## src/design/pip_pkg.sv

```systemverilog
// ----------------------------------------------------------------------------
// pip_pkg
// shared types, widths and codes for the point in convex polygon block
// ----------------------------------------------------------------------------
`timescale 1ns / 1ps

package pip_pkg;

    // table and coordinate geometry
    localparam int MAX_VERTICES  = 64;
    localparam int COORD_BITS    = 16;
    localparam int ADDR_BITS     = $clog2(MAX_VERTICES);
    localparam int CNT_BITS      = $clog2(MAX_VERTICES + 1);
    localparam int ENTRY_BITS    = 2 * COORD_BITS;
    localparam int DIFF_BITS     = COORD_BITS + 1;
    localparam int PROD_BITS     = 2 * DIFF_BITS;

    // fixed field widths
    localparam int INDEX_BITS    = 6;
    localparam int VCOUNT_BITS   = 7;
    localparam int MIN_VERTICES  = 3;

    // configuration port
    localparam int CFG_ADDR_BITS = 3;
    localparam int CFG_DATA_BITS = 32;
    localparam logic [0:0] REG_VERTEX_COUNT = 1'b0;
    localparam logic [VCOUNT_BITS-1:0] VCOUNT_RESET = VCOUNT_BITS'(MIN_VERTICES);

    // request kinds
    localparam logic REQ_LOAD  = 1'b0;
    localparam logic REQ_QUERY = 1'b1;

    typedef enum logic [1:0] {
        CODE_INSIDE    = 2'd0,
        CODE_BOUNDARY  = 2'd1,
        CODE_COLLINEAR = 2'd2,
        CODE_OUTSIDE   = 2'd3
    } t_code;

    typedef enum logic [1:0] {
        ST_IDLE,
        ST_ISSUE,
        ST_WAIT,
        ST_DONE
    } t_state;

    // controller to datapath
    typedef struct packed {
        logic                 start;
        logic                 wr_en;
        logic                 rd_en;
        logic                 close;
        logic [ADDR_BITS-1:0] addr;
        logic                 out_load;
    } t_dp_cmd;

    // datapath to controller
    typedef struct packed {
        logic found;
        logic out_free;
    } t_dp_stat;

    // vertex count limited to the legal range
    function automatic logic [CNT_BITS-1:0] clamp_count(input logic [VCOUNT_BITS-1:0] v);
        logic [31:0] w;
        w = 32'(v);
        if (w < 32'(MIN_VERTICES)) begin
            return CNT_BITS'(MIN_VERTICES);
        end else if (w > 32'(MAX_VERTICES)) begin
            return CNT_BITS'(MAX_VERTICES);
        end
        return CNT_BITS'(w);
    endfunction

endpackage

```

## src/design/pip_ctrl.sv

```systemverilog
// ----------------------------------------------------------------------------
// pip_ctrl
// request sequencer: takes requests, walks the vertex table, hands off results
// ----------------------------------------------------------------------------
`timescale 1ns / 1ps

module pip_ctrl import pip_pkg::*; (
    input  logic                   i_clk,
    input  logic                   i_rst_n,
    input  logic                   i_req_valid,
    input  logic                   i_req_type,
    output logic                   o_req_ready,
    input  logic [VCOUNT_BITS-1:0] i_vertex_count,
    input  t_dp_stat               i_stat,
    output t_dp_cmd                o_cmd
);

    t_state              r_state, n_state;
    logic [CNT_BITS-1:0] r_cnt, n_cnt;
    logic [CNT_BITS-1:0] r_n, n_n;
    logic                take_query;

    assign take_query = (r_state == ST_IDLE) && i_req_valid && (i_req_type == REQ_QUERY);

    always_ff @(posedge i_clk) begin
        if (!i_rst_n) begin
            r_state <= ST_IDLE;
            r_cnt   <= '0;
            r_n     <= CNT_BITS'(MIN_VERTICES);
        end else begin
            r_state <= n_state;
            r_cnt   <= n_cnt;
            r_n     <= n_n;
        end
    end

    // next state
    always_comb begin
        n_state = r_state;
        n_cnt   = r_cnt;
        n_n     = r_n;
        unique case (r_state)
            ST_IDLE: begin
                if (take_query) begin
                    n_state = ST_ISSUE;
                    n_cnt   = '0;
                    n_n     = clamp_count(i_vertex_count);
                end
            end
            ST_ISSUE: begin
                n_cnt = r_cnt + CNT_BITS'(1);
                if (i_stat.found) begin
                    n_state = ST_DONE;
                end else if (r_cnt == r_n) begin
                    n_state = ST_WAIT;
                end
            end
            ST_WAIT: begin
                if (i_stat.found) begin
                    n_state = ST_DONE;
                end
            end
            ST_DONE: begin
                if (i_stat.out_free) begin
                    n_state = ST_IDLE;
                end
            end
            default: n_state = ST_IDLE;
        endcase
    end

    // outputs
    always_comb begin
        o_req_ready    = 1'b0;
        o_cmd          = '0;
        o_cmd.addr     = r_cnt[ADDR_BITS-1:0];
        unique case (r_state)
            ST_IDLE: begin
                o_req_ready  = 1'b1;
                o_cmd.start  = take_query;
                o_cmd.wr_en  = i_req_valid && (i_req_type == REQ_LOAD);
            end
            ST_ISSUE: begin
                o_cmd.rd_en  = !i_stat.found && (r_cnt < r_n);
                o_cmd.close  = !i_stat.found && (r_cnt == r_n);
            end
            ST_WAIT: begin
                o_cmd.rd_en  = 1'b0;
            end
            ST_DONE: begin
                o_cmd.out_load = i_stat.out_free;
            end
            default: o_req_ready = 1'b0;
        endcase
    end

endmodule

```

## config.mk

```make
export PLATFORM = sky130hd
export DESIGN_NAME = pip_ctrl
export DESIGN_NICKNAME = d
export VERILOG_FILES = /design/src/design/pip_pkg.sv /design/src/design/pip_ctrl.sv
export SDC_FILE = /design/constraint.sdc
export NUM_CORES = 1
export LEC_CHECK = 0
export BUFFER_PORTS_ARGS = -buffer_cell sky130_fd_sc_hd__buf_4
export CAP_MARGIN = 10
export CORE_MARGIN = 1.5
export CORE_UTILIZATION = 55
export DETAILED_ROUTE_END_ITERATION = 10
export PLACE_DENSITY = 0.93
export REMOVE_ABC_BUFFERS = 1
export SYNTH_ARGS = -nofsm -noshare
export SYNTH_HDL_FRONTEND = slang
export SYNTH_SLANG_ARGS = --single-unit
```

## constraint.sdc

```tcl
create_clock -name i_clk -period 2.6 [get_ports i_clk]
set_input_delay 0.52 -clock i_clk [delete_from_list [all_inputs] [get_ports i_clk]]
set_output_delay 0.52 -clock i_clk [all_outputs]
set_load 0.02 [all_outputs]
```

==> run metrics, run 1 <==
status finished clean; Routed Antenna Nets 0; commonest non-fill, non-tap cell in the layout buf_4; synthesized instance count ~120; clock share of power about a fifth; element type at the critical path end output port; worst-margin pin slew around 0.62 ns; Die ar. around 2300 µm²; fillers 135; minimum clock period 2.57 ns; RD Place Congestion 0.788; R2R Path Start r_n[5]$_SDFFE_PN0P_; synthesized area per cell 8.76 µm²; Reg2Reg Depth 6; final number of hold-violating endpoints 0; Sequential Power Share 35.5%; Peak Freq 389 MHz; Final #Nets 171; pre-CTS setup slack around 0.36 ns; drt pass-1 iters 4; static leakage ~0.56 nW; drt wl/cell 15.1 µm; placed inst area 1240 µm²; Setup TNS 0 ns; Vias slightly above 1000; Rel. slew slack 58.4%; Die X-Extent 47.4 µm; Total Power 0.000859 W; start point of the worst hold path i_vertex_count[2]; ant diodes 0; crit start category flip-flop; hold path cells 2; number of I/O port buffers 24; HPWL after DPL 2.00 mm; Clock Latency Late Sink about 0.29 ns; remaining global-route overflow 0; RR Endpoint r_state[0]$_SDFFE_PN0P_; Worst Hold End r_n[2]$_SDFFE_PN0P_; vias in the first global route 949; CTS Sinks 16; Crit Path Max Fanout 6; initial antenna violation count 0; global-route wire length before repair 4.04 mm; Vias/cell 6.01; hold buffer count at cts 0; total CTS buffers 3; Cell variety after synth 39; Storage cell area between 300 and 400 µm²; setup ws final between 0.02 and 0.03 ns; commonest cells after routing, fill and taps aside buf_4, dfxtp_1, ha_1; 1st-iter DRT viols 40; Hold WC Path Type input port to flip-flop; Clk pin slew, worst setup/hold paths 0.08 ns; Ports 25; footprint of the multi-input gates 659 µm²; Sw Ratio 38.8%; Initial Util 60.9%; Final Cycle Share 98.9%; Setup Skew 0.0125 ns; largest net degree at the start of global routing 16; CTS max path bufs 2; synthesized area 1090 µm²; flop2flop setup slack ~0.76 ns; Root Buffer clkbuf_4; Worst Path Arrival 2.05 ns; power per cell area 669 nW/µm²; Seq cells post-synth 16; Setup CP Type flip-flop to output port; Yosys Warn Count 0; unrepaired setup endpoints after global routing no; Pint 0.000525 W; max-cap viol count 0; Final Cell Area 1280 µm²; DRT Wirelength 2.55 mm; core box area 1780 µm²; Worst setup startpoint r_cnt[1]$_SDFFE_PN0P_; Worst EP required ~2.1 ns; share of cells above drive strength 1 25.7%; fin. max-slew vios 0; Syn-to-layout area delta 18.2%; CTS tree built; GRT Resource Usage Total 25.9%; register area share after synthesis between 20% and 30%; num rows 15; logic gate share of total power 45.5%; Peak supply drop 0.511 mV; DRC 0; sw power ~0.00033 W; height of the die about 47 µm; number of setup violations in the final report 0; H-tree levels 1
==> timing repair <==
action,CTS,global route
buffers inserted,0,0
resized for setup,0,3
endpoints found under the setup margin,0,1
==> worst max-delay path: stages, from the launching register on <==
cell	delay [ns]
dfxtp_2	0.36
ha_1	0.31
nor2b_1	0.14
o21ai_0	0.21
a21oi_1	0.11
a2111oi_1	0.43
buf_4	0.22
==> worst max path at each step <==
stage | end | slack (ns)
6_report | o_cmd[8] | 0.03
5_1_grt | o_cmd[8] | 0.003
4_1_cts | o_cmd[8] | 0.007
3_5_place_dp | o_cmd[8] | 0.36
3_3_place_gp | o_cmd[8] | 0.45
2_1_floorplan | o_cmd[8] | -0.17
==> cell type report <==
cell class                      count  share of cell area (%)
Tap cell                           25                    2.44
Timing Repair Buffer               24                    14.0
Multi-Input combinational cell     87                    51.4
Inverter                           13                    4.19
Sequential cell                    16                    25.1
Clock buffer                        4                    2.83
==> per-layer routing <==
layer | vias up | wire [µm] | GRT usage, % | part of all wire [%]
li1 | 476 | - | - | -
met1 | 467 | 950 | 27.9 | 37
met2 | 48 | 1300 | 45.7 | 51
met3 | 24 | 170 | 9.06 | 6.7
met4 | 0 | 129 | 10.6 | 5.1
met5 | - | 0 | 0 | 0
==> Yosys cell counts, drive strengths merged <==
library cell / n / share of area, %
nand3b: 1 / 0.69
o21ai: 6 / 2.8
xor2: 3 / 2.4
nand3: 5 / 3.5
mux2i: 1 / 0.92
dfxtp: 16 / 29
a32oi: 1 / 0.81
nor2: 9 / 3.1
nor4: 1 / 0.58
clkinv: 1 / 0.81
a211oi: 1 / 0.69
a21boi: 4 / 2.8
ha: 13 / 15
a2111oi: 1 / 0.81
o2111ai: 2 / 3.2
inv: 12 / 4.1
clkbuf: 2 / 0.81
and2: 1 / 0.58
o211ai: 2 / 1.4
and4: 1 / 0.81
nand4: 1 / 0.58
a21oi: 3 / 1.4
or3: 1 / 0.58
a32o: 3 / 2.8
a21bo: 1 / 0.92
nand2: 11 / 3.8
nor2b: 4 / 2.3
o221a: 1 / 1.0
a211o: 1 / 0.81
nand2b: 1 / 0.58
and2b: 1 / 0.92
nand4b: 1 / 0.81
a21o: 4 / 2.8
buf: 6 / 4.1
or2: 1 / 0.58
o221ai: 1 / 0.81
==> power by group through the flow <==
| stage | combinational [W] | clock [W] | sequential (W) |
|---|---|---|---|
| global placement | 0.000365 | 0 | 0.000305 |
| finish | 0.000391 | 0.000163 | 0.000305 |
| floorplan | 0.000261 | 0 | 0.000308 |
| global route | 0.000429 | 0.000180 | 0.000309 |
| detailed placement | 0.000383 | 0 | 0.000309 |
| CTS | 0.000385 | 0.000168 | 0.000304 |
==> registers in the layout, indices dropped and copies added (netlist names) <==
name	count
r_n	7
r_cnt	7
r_state	2
==> logic make-up after synthesis <==
group	count (synthesis)	synth area share [%]
buf+inv	21	9.91
mux	1	0.922
simple gates	39	19.4
xor+xnor	3	2.42
compound gates	31	22.9
flops	16	29.5
fa+ha+maj	13	15.0
==> stage by stage <==
| step | utilization (%) | hold WS [ns] | cells |
|---|---|---|---|
| final | 72.0 | 0.466 | 169 |
| after global routing | 72.0 | 0.452 | 169 |
| after CTS | 71.8 | 0.456 | 169 |
| after detailed placement | 69.8 | 0.476 | 165 |
| after global placement | 69.8 | 0.459 | 165 |
| after floorplan | - | 0.441 | 116 |
(Power assumes the default switching activity.)
==> run 2: changes to the inputs <==
clock period = 2.97 ns   (was 2.6 ns; I/O delays follow)
==> run 2 against run 1 <==
Non-clock buffer count did not move. Highest routed layer unchanged. First-iteration DRC count rose by 18%. Critical path type unchanged. Clock skew shrank 0.0011 ns. Critical endpoint unchanged. Largest cell class unchanged.
==> run metrics, run 2 (synthesis gave the netlist of run 1 again) <==
initial antenna violation count 0 (unchanged); unrepaired setup endpoints after global routing no; minimum clock period between 2 and 3 ns; final number of hold-violating endpoints 0 (unchanged); Vias 1017 (+0.20%); number of setup violations in the final report 0 (unchanged); Worst Hold End r_n[6]$_SDFFE_PN0P_; crit start category flip-flop; CTS tree built; Setup TNS 0 ns (unchanged); height of the die 47.4 µm (unchanged); status finished clean; Peak Freq 367 MHz; global route hottest layer met2; CTS max path bufs 2 (unchanged); Die X-Extent 47.4 µm (unchanged); Vias/cell 6.02 (+0.20%); max-cap viol count 0 (unchanged); worst-margin pin slew 0.611 ns (-0.00630 ns); hold buffer count at cts 0 (unchanged); ant diodes 0 (unchanged); Final #Nets 171 (unchanged); fin util 71.8% (-0.21 points); Rel. slew slack 58.9% (+0.42 points); H-tree levels 1 (unchanged); total CTS buffers 3 (unchanged); power per cell area 583 nW/µm² (-13%); Post-CTS Setup Bufs 0 (unchanged); Worst EP required 2.38 ns (+0.30 ns); placed inst area 1240 µm² (unchanged); 1st-iter DRT viols 47 (+18%); Final Cell Area 1280 µm² (-0.29%); Syn-to-layout area delta 17.9%; Largest regs r_cnt: 7 flops, r_n: 7 flops, r_state: 2 flops; element type at the critical path end output port; RR Endpoint r_state[0]$_SDFFE_PN0P_; Clk pin slew, worst setup/hold paths 0.10 ns (+0.02 ns); share of cells above drive strength 1 24.3% (-1.4 points); flop2flop setup slack 1.14 ns (+0.38 ns); static leakage 0.558 nW (-0.12%); drt wl/cell 14.5 µm (-3.4%); Hold WC Path Type flip-flop to flip-flop; commonest cells after routing, fill and taps aside buf_4, dfxtp_1, ha_1; number of I/O port buffers 24 (unchanged); start point of the worst hold path r_n[6]$_SDFFE_PN0P_; hold path cells 2 (unchanged); commonest non-fill, non-tap cell in the layout buf_4; largest net degree at the start of global routing 16 (unchanged); HPWL after DPL 2.00 mm (unchanged); DRT Wirelength 2.46 mm (-3.4%); Total Power 0.000746 W (-13%); drt pass-1 iters 5 (+1); Setup Skew 0.0114 ns (-0.00115 ns); Worst Path Arrival 2.13 ns (+0.08 ns); Routed Antenna Nets 0 (unchanged); dpl cells 165 (unchanged); GRT Resource Usage Total 25.9% (unchanged); R2R Path Start r_n[5]$_SDFFE_PN0P_; Die ar. 2250 µm² (unchanged); Reg2Reg Depth 6 (unchanged); Ports 25 (unchanged); CTS-repair resized insts 0 (unchanged); post-route insts no fill 169 (unchanged); met1 global-route usage 27.9% (unchanged); fin. max-slew vios 0 (unchanged); core box area 1780 µm² (unchanged); remaining global-route overflow 0 (unchanged); DRC 0 (unchanged); Crit Path Max Fanout 6 (unchanged); GRT met3 Usage 9.06% (unchanged); CTS Sinks 16 (unchanged); Clock Latency Late Sink 0.29 ns (about the same); global-route wire length before repair 4.04 mm (unchanged); num rows 15 (unchanged); Final Cycle Share 91.7%; Peak supply drop 0.447 mV (-13%); Initial Util 60.9% (unchanged); Setup CP Type flip-flop to output port; RD Place Congestion 0.788 (about the same); global routing usage on met2 45.7% (unchanged); vias in the first global route 949 (unchanged); Root Buffer clkbuf_4
-- run 2: cell counts in the layout (fill, tap and decap cells not counted) --
Identical to the previous run, type by type.
-- run 2: worst max-delay path by stage --
| stage | cells past startpoint | to | slack (ns) | start |
|---|---|---|---|---|
| 3_3_place_gp | 6 | o_cmd[8] | 0.75 | r_cnt[1]$_SDFFE_PN0P_ |
| 4_1_cts | 6 | o_cmd[8] | 0.30 | r_cnt[1]$_SDFFE_PN0P_ |
| 3_5_place_dp | 5 | o_cmd[8] | 0.65 | r_cnt[4]$_SDFFE_PN0P_ |
| 5_1_grt | 6 | o_cmd[8] | 0.20 | r_cnt[1]$_SDFFE_PN0P_ |
| 2_1_floorplan | 4 | o_cmd[8] | 0.12 | r_cnt[4]$_SDFFE_PN0P_ |
| 6_report | 6 | o_cmd[8] | 0.25 | r_cnt[1]$_SDFFE_PN0P_ |
-- run 2: metrics by stage --
step / hold slack (ns) / setup slack (ns)
3_5_place_dp: 0.476 / 0.655
6_report: 0.486 / 0.246
5_1_grt: 0.525 / 0.200
3_3_place_gp: 0.459 / 0.746
2_1_floorplan: 0.441 / 0.124
4_1_cts: 0.489 / 0.303
-- run 2: power by group --
group / internal [W] / leakage (nW) / total (W) / switching [W]
sequential: 0.000240 / 0.130 / 0.000266 / 0.0000254
clock: 0.0000747 / 0.0210 / 0.000142 / 0.0000671
combinational: 0.000144 / 0.407 / 0.000339 / 0.000195
-- run 2: cell type report --
class	count	area, µm²
fill	137	503
sequential	16	320
inverter	13	53.8
tap	25	31.3
multi-input combinational	87	658
clock buffer	4	36.3
timing repair buffer	24	180
-- run 2: worst max-delay path, stage by stage, from the launching register on --
cell	delay, ns
dfxtp_1	0.44
ha_1	0.28
nor2b_1	0.14
o21ai_0	0.19
a21oi_1	0.10
a2111oi_0	0.47
buf_4	0.23
-- run 2: layer usage --
layer | wire length [µm] | share of wire (%)
met4 | 93 | 3.8
met2 | 1280 | 52
met1 | 915 | 37
met5 | 0 | 0
met3 | 164 | 6.7
==> run 3: changes to the inputs <==
ABC_AREA = 1   (was unset)
==> run 3 against run 2 <==
Non-clock buffer count unchanged. Routed wire length is 7.5% lower. Area after synthesis rose by 1.7%. Critical path depth down 1. Clock power increased by 5%. Sequential power is essentially flat. Global-route usage fell by 3.4 points. Cell count rose by 17%. Flip-flop and latch count unchanged.
==> run metrics, run 3 <==
Synth top cells by count inv_1, nand2_1, a21oi_1, dfxtp_1, ha_1; Yosys Warn Count 0 (unchanged); R2R Path Start r_state[0]$_SDFFE_PN0P_; Rel. slew slack 80.6% (+22 points); Clk pin slew, worst setup/hold paths 0.09 ns (about the same); Die ar. 2290 µm² (+1.6%); Setup TNS 0 ns (unchanged); hold buffer count at cts 0 (unchanged); H-tree levels 1 (unchanged); post-synthesis async set-or-reset flop share 0% (unchanged); CTS tree built; Sequential Power Share 36.0% (+0.4 points); Post-CTS Setup Bufs 0 (unchanged); final number of hold-violating endpoints 0 (unchanged); crit-path cells inv_1 -> ha_1 -> nand3_4 -> clkinv_1 -> buf_4; start point of the worst hold path r_n[6]$_SDFFE_PN0P_; Routed Antenna Nets 0 (unchanged); fin. max-slew vios 0 (unchanged); synthesized area per cell 7.41 µm² (-15%); Pint 0.000439 W (-4.3%); GRT Resource Usage Total 22.4% (-3.4 points); synth top area cells dfxtp_1, ha_1, inv_1; Seq cells post-synth 16 (unchanged); Cell variety after synth 27 (-31%); commonest non-fill, non-tap cell in the layout buf_4; logic gate share of total power 43.8% (-1.6 points); num rows 16 (+1); vias in the first global route 908 (-4.3%); worst-margin pin slew 0.291 ns (-0.321 ns); CTS max path bufs 2 (unchanged); static leakage 0.595 nW (+6.8%); max-cap viol count 0 (unchanged); DRC 0 (unchanged); number of I/O port buffers 24 (unchanged); status finished clean; Worst Path Arrival 1.74 ns (-0.39 ns); Post-Synth Adder-Cell Area 14.7% (-0.25 points); Final Cell Area 1310 µm² (+2.3%); initial antenna violation count 0 (unchanged); CP max stage cell dfxtp_1; drt wl/cell 11.5 µm (-21%); Worst Hold End r_n[6]$_SDFFE_PN0P_; Vias 1019 (+0.20%); minimum clock period 2.33 ns (-0.389 ns); HPWL after DPL 1.79 mm (-11%); remaining global-route overflow 0 (unchanged); Synth Area in Simple Gates 26.6% (+7.3 points); flop2flop setup slack 1.36 ns (+0.22 ns); Crit path max-delay family buffers and inverters; ant diodes 0 (unchanged); sw power 0.000302 W (+4.9%); Syn-to-layout area delta 18.6%; top_reg_cell synth dfxtp_1; main combinational cell family by area after synthesis simple AND/OR/NAND/NOR gates; Sw Ratio 40.7% (+2.2 points); Initial Util 57.5% (-3.4 points); commonest cells after routing, fill and taps aside buf_4, inv_1, nand2_1; synthesized area 1100 µm² (+1.7%); largest net degree at the start of global routing 11 (-5); CP peak stage delay 0.42 ns (-0.05 ns); Setup Skew 0.00710 ns (-0.00430 ns); Worst EP required 2.38 ns (about the same); height of the die 47.8 µm (+0.81%); Yosys top cell area share 29.0% (-0.50 points); share of cells above drive strength 1 22.2% (-2.1 points); total CTS buffers 3 (unchanged); drt pass-1 iters 4 (-1); Peak supply drop 0.403 mV (-9.7%); area leader, netlist dfxtp_1; Vias/cell 5.15 (-14%); fin util 68.2% (-3.6 points); element type at the critical path end output port; number of synthesized flops with an enable pin 0 (unchanged); Root Buffer clkbuf_4; Ports 25 (unchanged); Hold WC Path Type flip-flop to flip-flop; 1st-iter DRT viols 16 (-66%); clock share of power 20.2% (+1.2 points); Die X-Extent 47.8 µm (+0.81%); DRT Wirelength 2.27 mm (-7.5%); crit start category flip-flop; mux share of post-synthesis cell area 0% (-0.92 points); Peak Freq 428 MHz (+17%); placed inst area 1270 µm² (+2.4%); Largest regs r_cnt: 7 flops, r_n: 7 flops, r_state: 2 flops; CTS Sinks 16 (unchanged); Reg2Reg Depth 6 (unchanged); RR Endpoint r_n[2]$_SDFFE_PN0P_; Clock Latency Late Sink 0.30 ns (about the same); unrepaired setup endpoints after global routing no; CTS-repair resized insts 0 (unchanged); Crit Path Max Fanout 10 (+4); synthesized instance count 149 (+20%); register area share after synthesis 29.0% (-0.50 points); Synth Area in Compound Gates 16.6% (-6.3 points); hold path cells 2 (unchanged); core box area 1920 µm² (+7.8%); Setup CP Type flip-flop to output port; dpl cells 194 (+18%); Final #Nets 198 (+16%); Final Cycle Share 78.6% (-13 points); power per cell area 565 nW/µm² (-3.0%); number of setup violations in the final report 0 (unchanged); RD Place Congestion 0.847 (+7.4%); xor and xnor area share after synthesis 0.793% (-1.6 points); Buf+Inv Stages, Crit Path 3 (+2); global-route wire length before repair 3.64 mm (-9.9%); post-route insts no fill 198 (+17%)
## run 3: cell types whose count changed after synthesis, sizes merged, moves of 7 or more
cell   change
a21oi     +15
inv       +11
nand2     +14
nand3      +7
## run 3: worst max-delay path by stage
stage | from | end | slack (ns) | depth (start not counted)
after detailed placement | r_state[1]$_SDFFE_PN0P_ | o_cmd[8] | 0.98 | 7
final | r_state[0]$_SDFFE_PN0P_ | o_cmd[10] | 0.64 | 5
after CTS | r_state[1]$_SDFFE_PN0P_ | o_cmd[8] | 0.63 | 7
after floorplan | r_cnt[0]$_SDFFE_PN0P_ | o_cmd[7] | 0.89 | 6
after global placement | r_state[1]$_SDFFE_PN0P_ | o_cmd[8] | 1.03 | 7
after global routing | r_state[0]$_SDFFE_PN0P_ | o_cmd[10] | 0.49 | 5
## run 3: power by group through the flow
stage	Sequential (W)	Combinational [W]	Clock [W]
6_report	0.000267	0.000325	0.000149
5_1_grt	0.000271	0.000363	0.000157
4_1_cts	0.000266	0.000322	0.000151
3_5_place_dp	0.000271	0.000318	0
3_3_place_gp	0.000267	0.000302	0
2_1_floorplan	0.000267	0.000226	0
## run 3: routing by layer
metal  wire, µm  part of all wire, %  global-route usage [%]
met5          0                    0                       0
met4         19                 0.84                    10.3
met3        100                  4.4                    3.40
met2       1160                   51                    39.7
met1        991                   44                    26.3
## run 3: worst min-delay path: cells and delay by family (launching register included)
| family | cells | cell delay [ns] |
|---|---|---|
| flip-flops | 1 | 0.32 |
| buffers and inverters | 1 | 0.08 |
| AO/OA/AOI/OAI | 1 | 0.07 |
## run 3: logic make-up (layout without fill, tap and decap cells)
family,count (synthesis),after routing
buffers and inverters,30,52
AND/OR/NAND/NOR,57,57
flip-flops,16,16
AO/OA/AOI/OAI,32,32
XOR/XNOR,1,1
adder cells (fa/ha/maj),13,13
## run 3: through the flow
stage	worst slack, ns	total power, W	hold WS (ns)
2_1_floorplan	0.892	0.000493	0.445
3_3_place_gp	1.03	0.000569	0.471
3_5_place_dp	0.981	0.000589	0.475
4_1_cts	0.626	0.000739	0.500
5_1_grt	0.493	0.000791	0.513
6_report	0.635	0.000741	0.507
## run 3: final cells by class
cell class                      instances  area (µm²)
Multi-Input combinational cell        103         649
Fill cell                             165         612
Sequential cell                        16         320
Timing Repair Buffer                   24         180
Inverter                               24        90.1
Clock buffer                            4        36.3
Tap cell                               27        33.8
